`src/rtl/slcw_pkg.sv`:
```
// ----------------------------------------------------------------------------
// slcw_pkg: shared types and constants of the serial lcd command writer
// Word formats, command codes, sync bytes and the instruction tables.
// ----------------------------------------------------------------------------
package slcw_pkg;

	localparam int FRAME_BITS = 24;
	localparam int BIT_CNT_W  = 5;

	// command codes
	localparam logic [2:0] CMD_WRITE_CHAR = 3'd0;
	localparam logic [2:0] CMD_SET_ROW    = 3'd1;
	localparam logic [2:0] CMD_DISP_MODE  = 3'd2;
	localparam logic [2:0] CMD_CLEAR_ALL  = 3'd3;
	localparam logic [2:0] CMD_EFFECT     = 3'd4;
	localparam logic [2:0] CMD_RAW_INSTR  = 3'd5;

	// effect codes
	localparam logic [7:0] EFF_SHIFT_RIGHT = 8'd0;
	localparam logic [7:0] EFF_SHIFT_LEFT  = 8'd1;
	localparam logic [7:0] EFF_HIGHLIGHT   = 8'd2;

	// sync bytes and fixed instructions
	localparam logic [7:0] SYNC_INSTR   = 8'hF8;
	localparam logic [7:0] SYNC_DATA    = 8'hFA;
	localparam logic [7:0] INSTR_CLEAR  = 8'h01;
	localparam logic [7:0] INSTR_SHR    = 8'h1C;
	localparam logic [7:0] INSTR_SHL    = 8'h18;
	localparam logic [7:0] INSTR_HOME   = 8'h80;
	localparam logic [7:0] INSTR_HILITE = 8'h0D;
	localparam logic [7:0] MODE_MAX     = 8'd4;

	typedef struct packed {
		logic [2:0] command;
		logic [7:0] value;
	} cmd_word_t;

	typedef struct packed {
		logic sid_bit;
		logic frame_end;
		logic last;
	} ser_word_t;

	// one frame to be shifted out
	typedef struct packed {
		logic       is_data;
		logic [7:0] payload;
		logic       last;
	} frame_job_t;

	function automatic logic [7:0] row_addr(input logic [1:0] row);
		logic [7:0] a;
		case (row)
			2'd0:    a = 8'h80;
			2'd1:    a = 8'h90;
			2'd2:    a = 8'h88;
			default: a = 8'h98;
		endcase
		return a;
	endfunction

	function automatic logic [7:0] mode_code(input logic [2:0] mode);
		logic [7:0] c;
		case (mode)
			3'd0:    c = 8'h08;
			3'd1:    c = 8'h0C;
			3'd2:    c = 8'h0E;
			3'd3:    c = 8'h0D;
			default: c = 8'h0F;
		endcase
		return c;
	endfunction

endpackage

```
`src/rtl/serial_lcd_command_writer_top.sv`:
```
// ----------------------------------------------------------------------------
// serial_lcd_command_writer_top: serial command writer for a character lcd
// Turns lcd commands into 24-bit serial frames (sync byte, high nibble,
// low nibble), tracks the cursor row and column and inserts row address
// frames when a row fills up.
// ----------------------------------------------------------------------------
//  channel   dir  handshake            word
//  cmd       in   cmd_valid/cmd_stall  cmd_word_t {command, value}
//  ser       out  ser_valid/ser_stall  ser_word_t {sid_bit, frame_end, last}
//
//  one serial bit word per cycle while ser_stall is low and a frame is
//  loaded; a frame is 24 bit words, loaded from the queue before it shifts
//  a command costs 0, 24 or 48 bit words, set by its number of frames;
//  rejected values and unknown commands cost none, a character that closes
//  a row, and a highlight, cost two frames
//  the decoder runs ahead through a four-frame queue and only stalls the
//  command side when that queue is full or a second frame is still pending
//  arst_n clears cursor (row one, column zero), queue and serializer
// ----------------------------------------------------------------------------
module serial_lcd_command_writer_top #(
	parameter int CHARS_PER_ROW = 16
) (
	input  logic                 clk,
	input  logic                 arst_n,
	input  logic                 cmd_valid,
	output logic                 cmd_stall,
	input  slcw_pkg::cmd_word_t  cmd_word,
	output logic                 ser_valid,
	input  logic                 ser_stall,
	output slcw_pkg::ser_word_t  ser_word
);
	import slcw_pkg::*;

	// front to queue
	logic       push;
	frame_job_t push_job;
	logic       q_full;

	// queue to back
	logic       pop;
	frame_job_t pop_job;
	logic       q_empty;

	// decoder: cursor state lives here and is updated at accept time
	slcw_front #(
		.CHARS_PER_ROW (CHARS_PER_ROW)
	) u_front (
		.clk       (clk),
		.arst_n    (arst_n),
		.cmd_valid (cmd_valid),
		.cmd_stall (cmd_stall),
		.cmd       (cmd_word),
		.push      (push),
		.push_job  (push_job),
		.q_full    (q_full)
	);

	// frame jobs wait here so decode and shifting stall independently
	slcw_fifo u_fifo (
		.clk      (clk),
		.arst_n   (arst_n),
		.push     (push),
		.push_job (push_job),
		.full     (q_full),
		.pop      (pop),
		.pop_job  (pop_job),
		.empty    (q_empty)
	);

	// serializer with registered output word
	slcw_back u_back (
		.clk       (clk),
		.arst_n    (arst_n),
		.q_empty   (q_empty),
		.q_job     (pop_job),
		.pop       (pop),
		.ser_valid (ser_valid),
		.ser_stall (ser_stall),
		.ser_word  (ser_word)
	);

endmodule

```
`src/rtl/slcw_front.sv`:
```
// ----------------------------------------------------------------------------
// slcw_front: command decoder and cursor tracker
// Accepts command words, updates row and column, pushes frame jobs.
// ----------------------------------------------------------------------------
module slcw_front #(
	parameter int CHARS_PER_ROW = 16
) (
	input  logic                  clk,
	input  logic                  arst_n,
	input  logic                  cmd_valid,
	output logic                  cmd_stall,
	input  slcw_pkg::cmd_word_t   cmd,
	output logic                  push,
	output slcw_pkg::frame_job_t  push_job,
	input  logic                  q_full
);
	import slcw_pkg::*;

	localparam logic [4:0] CPR = 5'(CHARS_PER_ROW);

	logic [1:0]  row_q;
	logic [3:0]  col_q;
	logic        pend_q;
	logic [7:0]  pend_payload_q;

	logic        acc;
	logic        n_one;
	logic        n_two;
	logic [7:0]  pay1;
	logic [7:0]  pay2;
	logic        data1;
	logic        upd;
	logic [1:0]  row_d;
	logic [3:0]  col_d;
	logic [4:0]  col_inc;

	assign cmd_stall = pend_q | q_full;
	assign acc       = cmd_valid & ~cmd_stall;
	assign col_inc   = {1'b0, col_q} + 5'd1;

	always_comb begin
		n_one = 1'b0;
		n_two = 1'b0;
		pay1  = cmd.value;
		pay2  = INSTR_HILITE;
		data1 = 1'b0;
		upd   = 1'b0;
		row_d = row_q;
		col_d = col_q;
		case (cmd.command)
			CMD_WRITE_CHAR: begin
				n_one = 1'b1;
				data1 = 1'b1;
				upd   = 1'b1;
				if (col_inc >= CPR) begin
					n_two = 1'b1;
					row_d = row_q + 2'd1;
					col_d = 4'd0;
					pay2  = row_addr(row_q + 2'd1);
				end else begin
					col_d = col_inc[3:0];
				end
			end
			CMD_SET_ROW: begin
				if (cmd.value >= 8'd1 && cmd.value <= 8'd4) begin
					n_one = 1'b1;
					upd   = 1'b1;
					row_d = cmd.value[1:0] - 2'd1;
					col_d = 4'd0;
					pay1  = row_addr(cmd.value[1:0] - 2'd1);
				end
			end
			CMD_DISP_MODE: begin
				if (cmd.value <= MODE_MAX) begin
					n_one = 1'b1;
					pay1  = mode_code(cmd.value[2:0]);
				end
			end
			CMD_CLEAR_ALL: begin
				n_one = 1'b1;
				upd   = 1'b1;
				row_d = 2'd0;
				col_d = 4'd0;
				pay1  = INSTR_CLEAR;
			end
			CMD_EFFECT: begin
				if (cmd.value == EFF_SHIFT_RIGHT) begin
					n_one = 1'b1;
					pay1  = INSTR_SHR;
				end else if (cmd.value == EFF_SHIFT_LEFT) begin
					n_one = 1'b1;
					pay1  = INSTR_SHL;
				end else if (cmd.value == EFF_HIGHLIGHT) begin
					n_one = 1'b1;
					n_two = 1'b1;
					upd   = 1'b1;
					row_d = 2'd0;
					col_d = 4'd0;
					pay1  = INSTR_HOME;
					pay2  = INSTR_HILITE;
				end
			end
			CMD_RAW_INSTR: begin
				n_one = 1'b1;
			end
			default: begin
				n_one = 1'b0;
			end
		endcase
	end

	// second frame of an item goes out from the pending register
	always_comb begin
		if (pend_q) begin
			push             = ~q_full;
			push_job.is_data = 1'b0;
			push_job.payload = pend_payload_q;
			push_job.last    = 1'b1;
		end else begin
			push             = acc & n_one;
			push_job.is_data = data1;
			push_job.payload = pay1;
			push_job.last    = ~n_two;
		end
	end

	always_ff @(posedge clk or negedge arst_n) begin
		if (!arst_n) begin
			row_q  <= 2'd0;
			col_q  <= 4'd0;
			pend_q <= 1'b0;
		end else begin
			if (acc && upd) begin
				row_q <= row_d;
				col_q <= col_d;
			end
			if (acc && n_two) begin
				pend_q <= 1'b1;
			end else if (pend_q && !q_full) begin
				pend_q <= 1'b0;
			end
		end
	end

	always_ff @(posedge clk) begin
		if (acc && n_two) begin
			pend_payload_q <= pay2;
		end
	end

endmodule

```
`src/rtl/slcw_fifo.sv`:
```
// ----------------------------------------------------------------------------
// slcw_fifo: frame job queue
// Small queue between the decoder and the serializer.
// ----------------------------------------------------------------------------
module slcw_fifo (
	input  logic                  clk,
	input  logic                  arst_n,
	input  logic                  push,
	input  slcw_pkg::frame_job_t  push_job,
	output logic                  full,
	input  logic                  pop,
	output slcw_pkg::frame_job_t  pop_job,
	output logic                  empty
);
	import slcw_pkg::*;

	localparam int DEPTH = 4;
	localparam int PTR_W = $clog2(DEPTH);

	frame_job_t       mem_q [DEPTH];
	logic [PTR_W-1:0] wr_ptr_q;
	logic [PTR_W-1:0] rd_ptr_q;
	logic [PTR_W:0]   count_q;
	logic             do_push;
	logic             do_pop;

	assign full    = (count_q == (PTR_W+1)'(DEPTH));
	assign empty   = (count_q == '0);
	assign do_push = push & ~full;
	assign do_pop  = pop & ~empty;
	assign pop_job = mem_q[rd_ptr_q];

	always_ff @(posedge clk) begin
		if (do_push) begin
			mem_q[wr_ptr_q] <= push_job;
		end
	end

	always_ff @(posedge clk or negedge arst_n) begin
		if (!arst_n) begin
			wr_ptr_q <= '0;
			rd_ptr_q <= '0;
			count_q  <= '0;
		end else begin
			if (do_push) wr_ptr_q <= wr_ptr_q + 1'b1;
			if (do_pop)  rd_ptr_q <= rd_ptr_q + 1'b1;
			case ({do_push, do_pop})
				2'b10:   count_q <= count_q + 1'b1;
				2'b01:   count_q <= count_q - 1'b1;
				default: count_q <= count_q;
			endcase
		end
	end

endmodule

```
`src/rtl/slcw_back.sv`:
```
// ----------------------------------------------------------------------------
// slcw_back: frame serializer
// Shifts each frame job out msb first, one bit word per cycle while ser_stall is low.
// ----------------------------------------------------------------------------
module slcw_back (
	input  logic                  clk,
	input  logic                  arst_n,
	input  logic                  q_empty,
	input  slcw_pkg::frame_job_t  q_job,
	output logic                  pop,
	output logic                  ser_valid,
	input  logic                  ser_stall,
	output slcw_pkg::ser_word_t   ser_word
);
	import slcw_pkg::*;

	localparam logic [BIT_CNT_W-1:0] LAST_BIT = BIT_CNT_W'(FRAME_BITS - 1);

	logic [FRAME_BITS-1:0] shift_q;
	logic [BIT_CNT_W-1:0]  cnt_q;
	logic                  busy_q;
	logic                  job_last_q;
	logic                  ovalid_q;
	ser_word_t             oword_q;
	logic                  out_load;
	logic                  frame_done;

	assign out_load   = busy_q & (~ovalid_q | ~ser_stall);
	assign frame_done = out_load & (cnt_q == LAST_BIT);
	assign pop        = ~q_empty & (~busy_q | frame_done);
	assign ser_valid  = ovalid_q;
	assign ser_word   = oword_q;

	always_ff @(posedge clk or negedge arst_n) begin
		if (!arst_n) begin
			busy_q   <= 1'b0;
			cnt_q    <= '0;
			ovalid_q <= 1'b0;
		end else begin
			if (pop) begin
				busy_q <= 1'b1;
				cnt_q  <= '0;
			end else if (frame_done) begin
				busy_q <= 1'b0;
				cnt_q  <= '0;
			end else if (out_load) begin
				cnt_q <= cnt_q + 1'b1;
			end
			if (out_load) begin
				ovalid_q <= 1'b1;
			end else if (!ser_stall) begin
				ovalid_q <= 1'b0;
			end
		end
	end

	always_ff @(posedge clk) begin
		if (pop) begin
			shift_q    <= {(q_job.is_data ? SYNC_DATA : SYNC_INSTR),
				q_job.payload[7:4], 4'd0, q_job.payload[3:0], 4'd0};
			job_last_q <= q_job.last;
		end else if (out_load) begin
			shift_q <= {shift_q[FRAME_BITS-2:0], 1'b0};
		end
		if (out_load) begin
			oword_q.sid_bit   <= shift_q[FRAME_BITS-1];
			oword_q.frame_end <= (cnt_q == LAST_BIT);
			oword_q.last      <= (cnt_q == LAST_BIT) & job_last_q;
		end
	end

endmodule

```
`config.mk`:
```
export PLATFORM = sky130hd
export DESIGN_NAME = serial_lcd_command_writer_top
export DESIGN_NICKNAME = d
export VERILOG_FILES = /design/src/rtl/slcw_pkg.sv /design/src/rtl/serial_lcd_command_writer_top.sv /design/src/rtl/slcw_front.sv /design/src/rtl/slcw_fifo.sv /design/src/rtl/slcw_back.sv
export SDC_FILE = /design/constraint.sdc
export NUM_CORES = 1
export LEC_CHECK = 0
export BUFFER_PORTS_ARGS = -buffer_cell sky130_fd_sc_hd__buf_4
export CORE_MARGIN = 10
export CORE_UTILIZATION = 37
export DETAILED_ROUTE_END_ITERATION = 7
export HOLD_SLACK_MARGIN = 0.12
export PLACE_DENSITY = 0.65
export SYNTH_ARGS = -nofsm -noshare
export SYNTH_HDL_FRONTEND = slang
export SYNTH_SLANG_ARGS = --single-unit
```
`constraint.sdc`:
```
create_clock -name clk -period 3.35 [get_ports clk]
set_clock_uncertainty 0.2 [all_clocks]
set_input_delay 0 -clock clk [delete_from_list [all_inputs] [get_ports clk]]
set_output_delay 0 -clock clk [all_outputs]
set_load 0.03 [all_outputs]
```
==> metrics.yaml <==
sta:
  period_needed_ps: 3070
  slew_headroom_pct: 34.4
  final-hold-violation-count: 0
  drv_slew: 0
  tightest_slew_ps: 980
  rsz0062_at_grt: "false"
  setup_viol: 0
  tns_ps: 0
  fmax_mhz: 326
  min_period_over_period_pct: 91.5
  setup_ws_ps: 283
  hold_ws_ps: 126
place:
  dpl_worst_slack_ps: 515
  dpl_cell_area_um2: 4550
  dpl.hpwl_um: 5760
  io_buffers: 19
  globalplace.congestion: 0.883
pwr:
  pwr-share-comb_pct: 20.1
  power.switching_uw: 847
  p_leak_nw: 1.91
  peakVddDrop_mv: 0.374
  power_density_nw_per_um2: 607
  sequentialPowerShare_pct: 48.9
  swShare_pct: 27.8
  p_clk_share_pct: 31.1
  p_int_mw: 2.20
clocking:
  clock_insertion_delay_worst_skew_ps: 330
  ctsLongestPathBuffers: 2
  post_cts_buffers: 0
  cts.sink_count: 89
  numCtsBuffers: 9
  htreeDepth: 3
  cts-root-buf: "clkbuf_16"
  cts_tree: "yes"
  path_clk_slew_ps: 60
cells_and_area:
  diodes: 0
  drive_gt1_share_pct: 16.3
  final_nets: 410
  areaGrowthSynthToFinish_pct: 18.4
  design_area_um2: 5010
run_status:
  outcome: "complete, no violations"
floorplan:
  die_area_um2: 16100
  num_io_pins: 20
  start_util_pct: 37.4
  coreArea_um2: 11300
  rows: 39
  die_w_um: 127
  dieHeight_um: 127
synthesis:
  ys_seq_area_share_pct: 59.7
  yosys_register_bits: 89
  yosysWarnings: 0
  synth_area_um2: 4230
  avgSynthCellArea_um2: 12.3
  yosysUniqueCellTypes: 56
  synth_nets: 372
  synthArstFlopShare_pct: 23.6
  yosys_most_used_dff: "edfxtp_1"
  netlist_instances: 343
  synth_edf_count: 64
routing:
  first_iter_violations: 236
  routed_wirelength_um: 8400
  num_vias: 2786
  via_per_inst: 5.27
  drtPass1Iterations: 5
  wl_per_cell_um: 15.9
  drc: 0
  ant_nets: 0
min_path:
  hold_path.class: "input port to flop"
critical_path:
  critPathCaptureType: "flop"
  worstSetupPathType: "input port to flop"
  reg2reg_slack_ps: 730
  critPathArrivalTime_ps: 3120
  worstPathRequired_ps: 3400
  crit_path_max_fanout: 7
  startpoint_type: "input port"
global_route:
  grt_pass1_vias: 2889
  antenna_found_initial: 0
  grt_remaining_overflow: 0
  grt_usage_pct: 10.7
  grt_pass1_wl_um: 14300
  grt_max_degree: 33
flow_run:
  drv_cap: 0
-- routing by layer --
metal | global-route usage [%] | wire [um] | share of wire [%]
met2 | 17.8 | 4100 | 49
met3 | 3.43 | 400 | 4.8
met5 | 0 | 0 | 0
met1 | 13.4 | 3800 | 45
met4 | 2.21 | 95 | 1.1
-- power groups by stage --
stage               combinational (mW)  clock (mW)  sequential, mW
CTS                              0.611       0.966            1.49
floorplan                        0.486           0            1.44
global placement                 0.565           0            1.51
global route                     0.683        1.01            1.51
finish                           0.610       0.946            1.49
detailed placement               0.586           0            1.51
-- worst max-delay path, stage by stage --
cell and delay, ps:
buf_4 120, dlygate4sd3_1 570, inv_1 90, ha_1 220
nor3b_1 260, a2111oi_0 140, a31oi_1 260, o22ai_1 250
inv_1 110, ha_1 190, inv_1 70, fa_1 430
xor2_1 150, nor2_1 110, xor2_1 140
-- synth_stat cells, types with 3 or more instances --
cell type | n | area (um2)
a21o_1 | 7 | 52.6
a21oi_1 | 16 | 80.1
and2_1 | 8 | 50.1
and3_1 | 4 | 25.0
clkbuf_1 | 12 | 45.0
dfrtp_1 | 21 | 526
dfxtp_1 | 4 | 80.1
edfxtp_1 | 64 | 1920
ha_1 | 13 | 163
inv_1 | 18 | 67.6
mux4_2 | 10 | 225
nand2_1 | 43 | 161
nand2b_1 | 3 | 18.8
nand3_1 | 4 | 20.0
nand4_1 | 3 | 18.8
nor2_1 | 20 | 75.1
nor2b_1 | 3 | 18.8
nor3_1 | 5 | 25.0
nor3b_1 | 5 | 37.5
o21a_1 | 4 | 30.0
o21ai_0 | 18 | 90.1
o22ai_1 | 3 | 18.8
or2_2 | 3 | 18.8
or3_1 | 5 | 31.3
xnor2_1 | 5 | 43.8
xor2_1 | 4 | 35.0
-- cell type report --
type	count	area (um2)
Timing Repair Buffer	42	355
Clock inverter	3	26.3
Fill cell	1052	6310
Inverter	18	67.6
Multi-Input combinational cell	221	1600
Clock buffer	13	260
Tap cell	143	179
Sequential cell	89	2530
-- state kept, by name (all words and copies together) (netlist names) --
name	flops
u_fifo.mem_q	40
u_back.shift_q	20
u_back.cnt_q	5
u_front.col_q	4
u_front.pend_payload_q	4
u_back.ser_word	3
u_fifo.count_q	3
u_fifo.rd_ptr_q	2
u_fifo.wr_ptr_q	2
u_front.row_q	2
u_back.busy_q	1
u_back.job_last_q	1
u_back.ser_valid	1
u_front.pend_q	1
-- cell families after synthesis --
| group | synth area share (%) |
|---|---|
| AOI/OAI and AO/OA | 10.6 |
| xor gates and xnor gates | 1.86 |
| adders and majority gates | 4.31 |
| buffers and inverters | 2.95 |
| DFF | 59.7 |
| muxes | 6.59 |
| and+or+nand+nor | 14.0 |
-- worst paths after layout --
| kind | startpoint | to | cells after the start |
|---|---|---|---|
| worst max-delay path | cmd_word[1] | u_fifo.count_q[2] | 15 |
| worst min-delay path | cmd_word[8] | u_front.col_q[3] | 3 |
| worst max register to register | u_fifo.count_q[0] | u_front.col_q[1] | 6 |
| worst min register to register | u_back.shift_q[23] | u_back.ser_word[2] | 0 |
| max in group asynchronous | arst_n | u_fifo.count_q[2] | 3 |
| min in group asynchronous | arst_n | u_fifo.wr_ptr_q[1] | 3 |
-- layout by cell type, fill, tap and decap left out, types with 7 or more instances in the layout --
master	instances
a21o_1	7
dfrtp_1	21
o21ai_0	17
clkbuf_16	9
a21oi_1	15
nand2_1	43
edfxtp_1	64
mux4_2	10
nor2_1	20
dlygate4sd3_1	16
ha_1	12
inv_1	18
buf_4	26
and2_1	8
-- timing repair --
item | in CTS | in global routing
hold endpoints to repair | 62 | 0
hold buffers | 17 | 0
gates resized for setup | 0 | 2
setup endpoints to repair | 0 | 1
-- per-stage QoR --
stage	total power [mW]	cells	util, %
2_1_floorplan	1.92	343	-
3_3_place_gp	2.07	497	40.2
3_5_place_dp	2.10	497	40.2
4_1_cts	3.07	530	44.3
5_1_grt	3.21	529	44.3
6_report	3.04	529	44.3
Power figures use the tool's default switching activity.
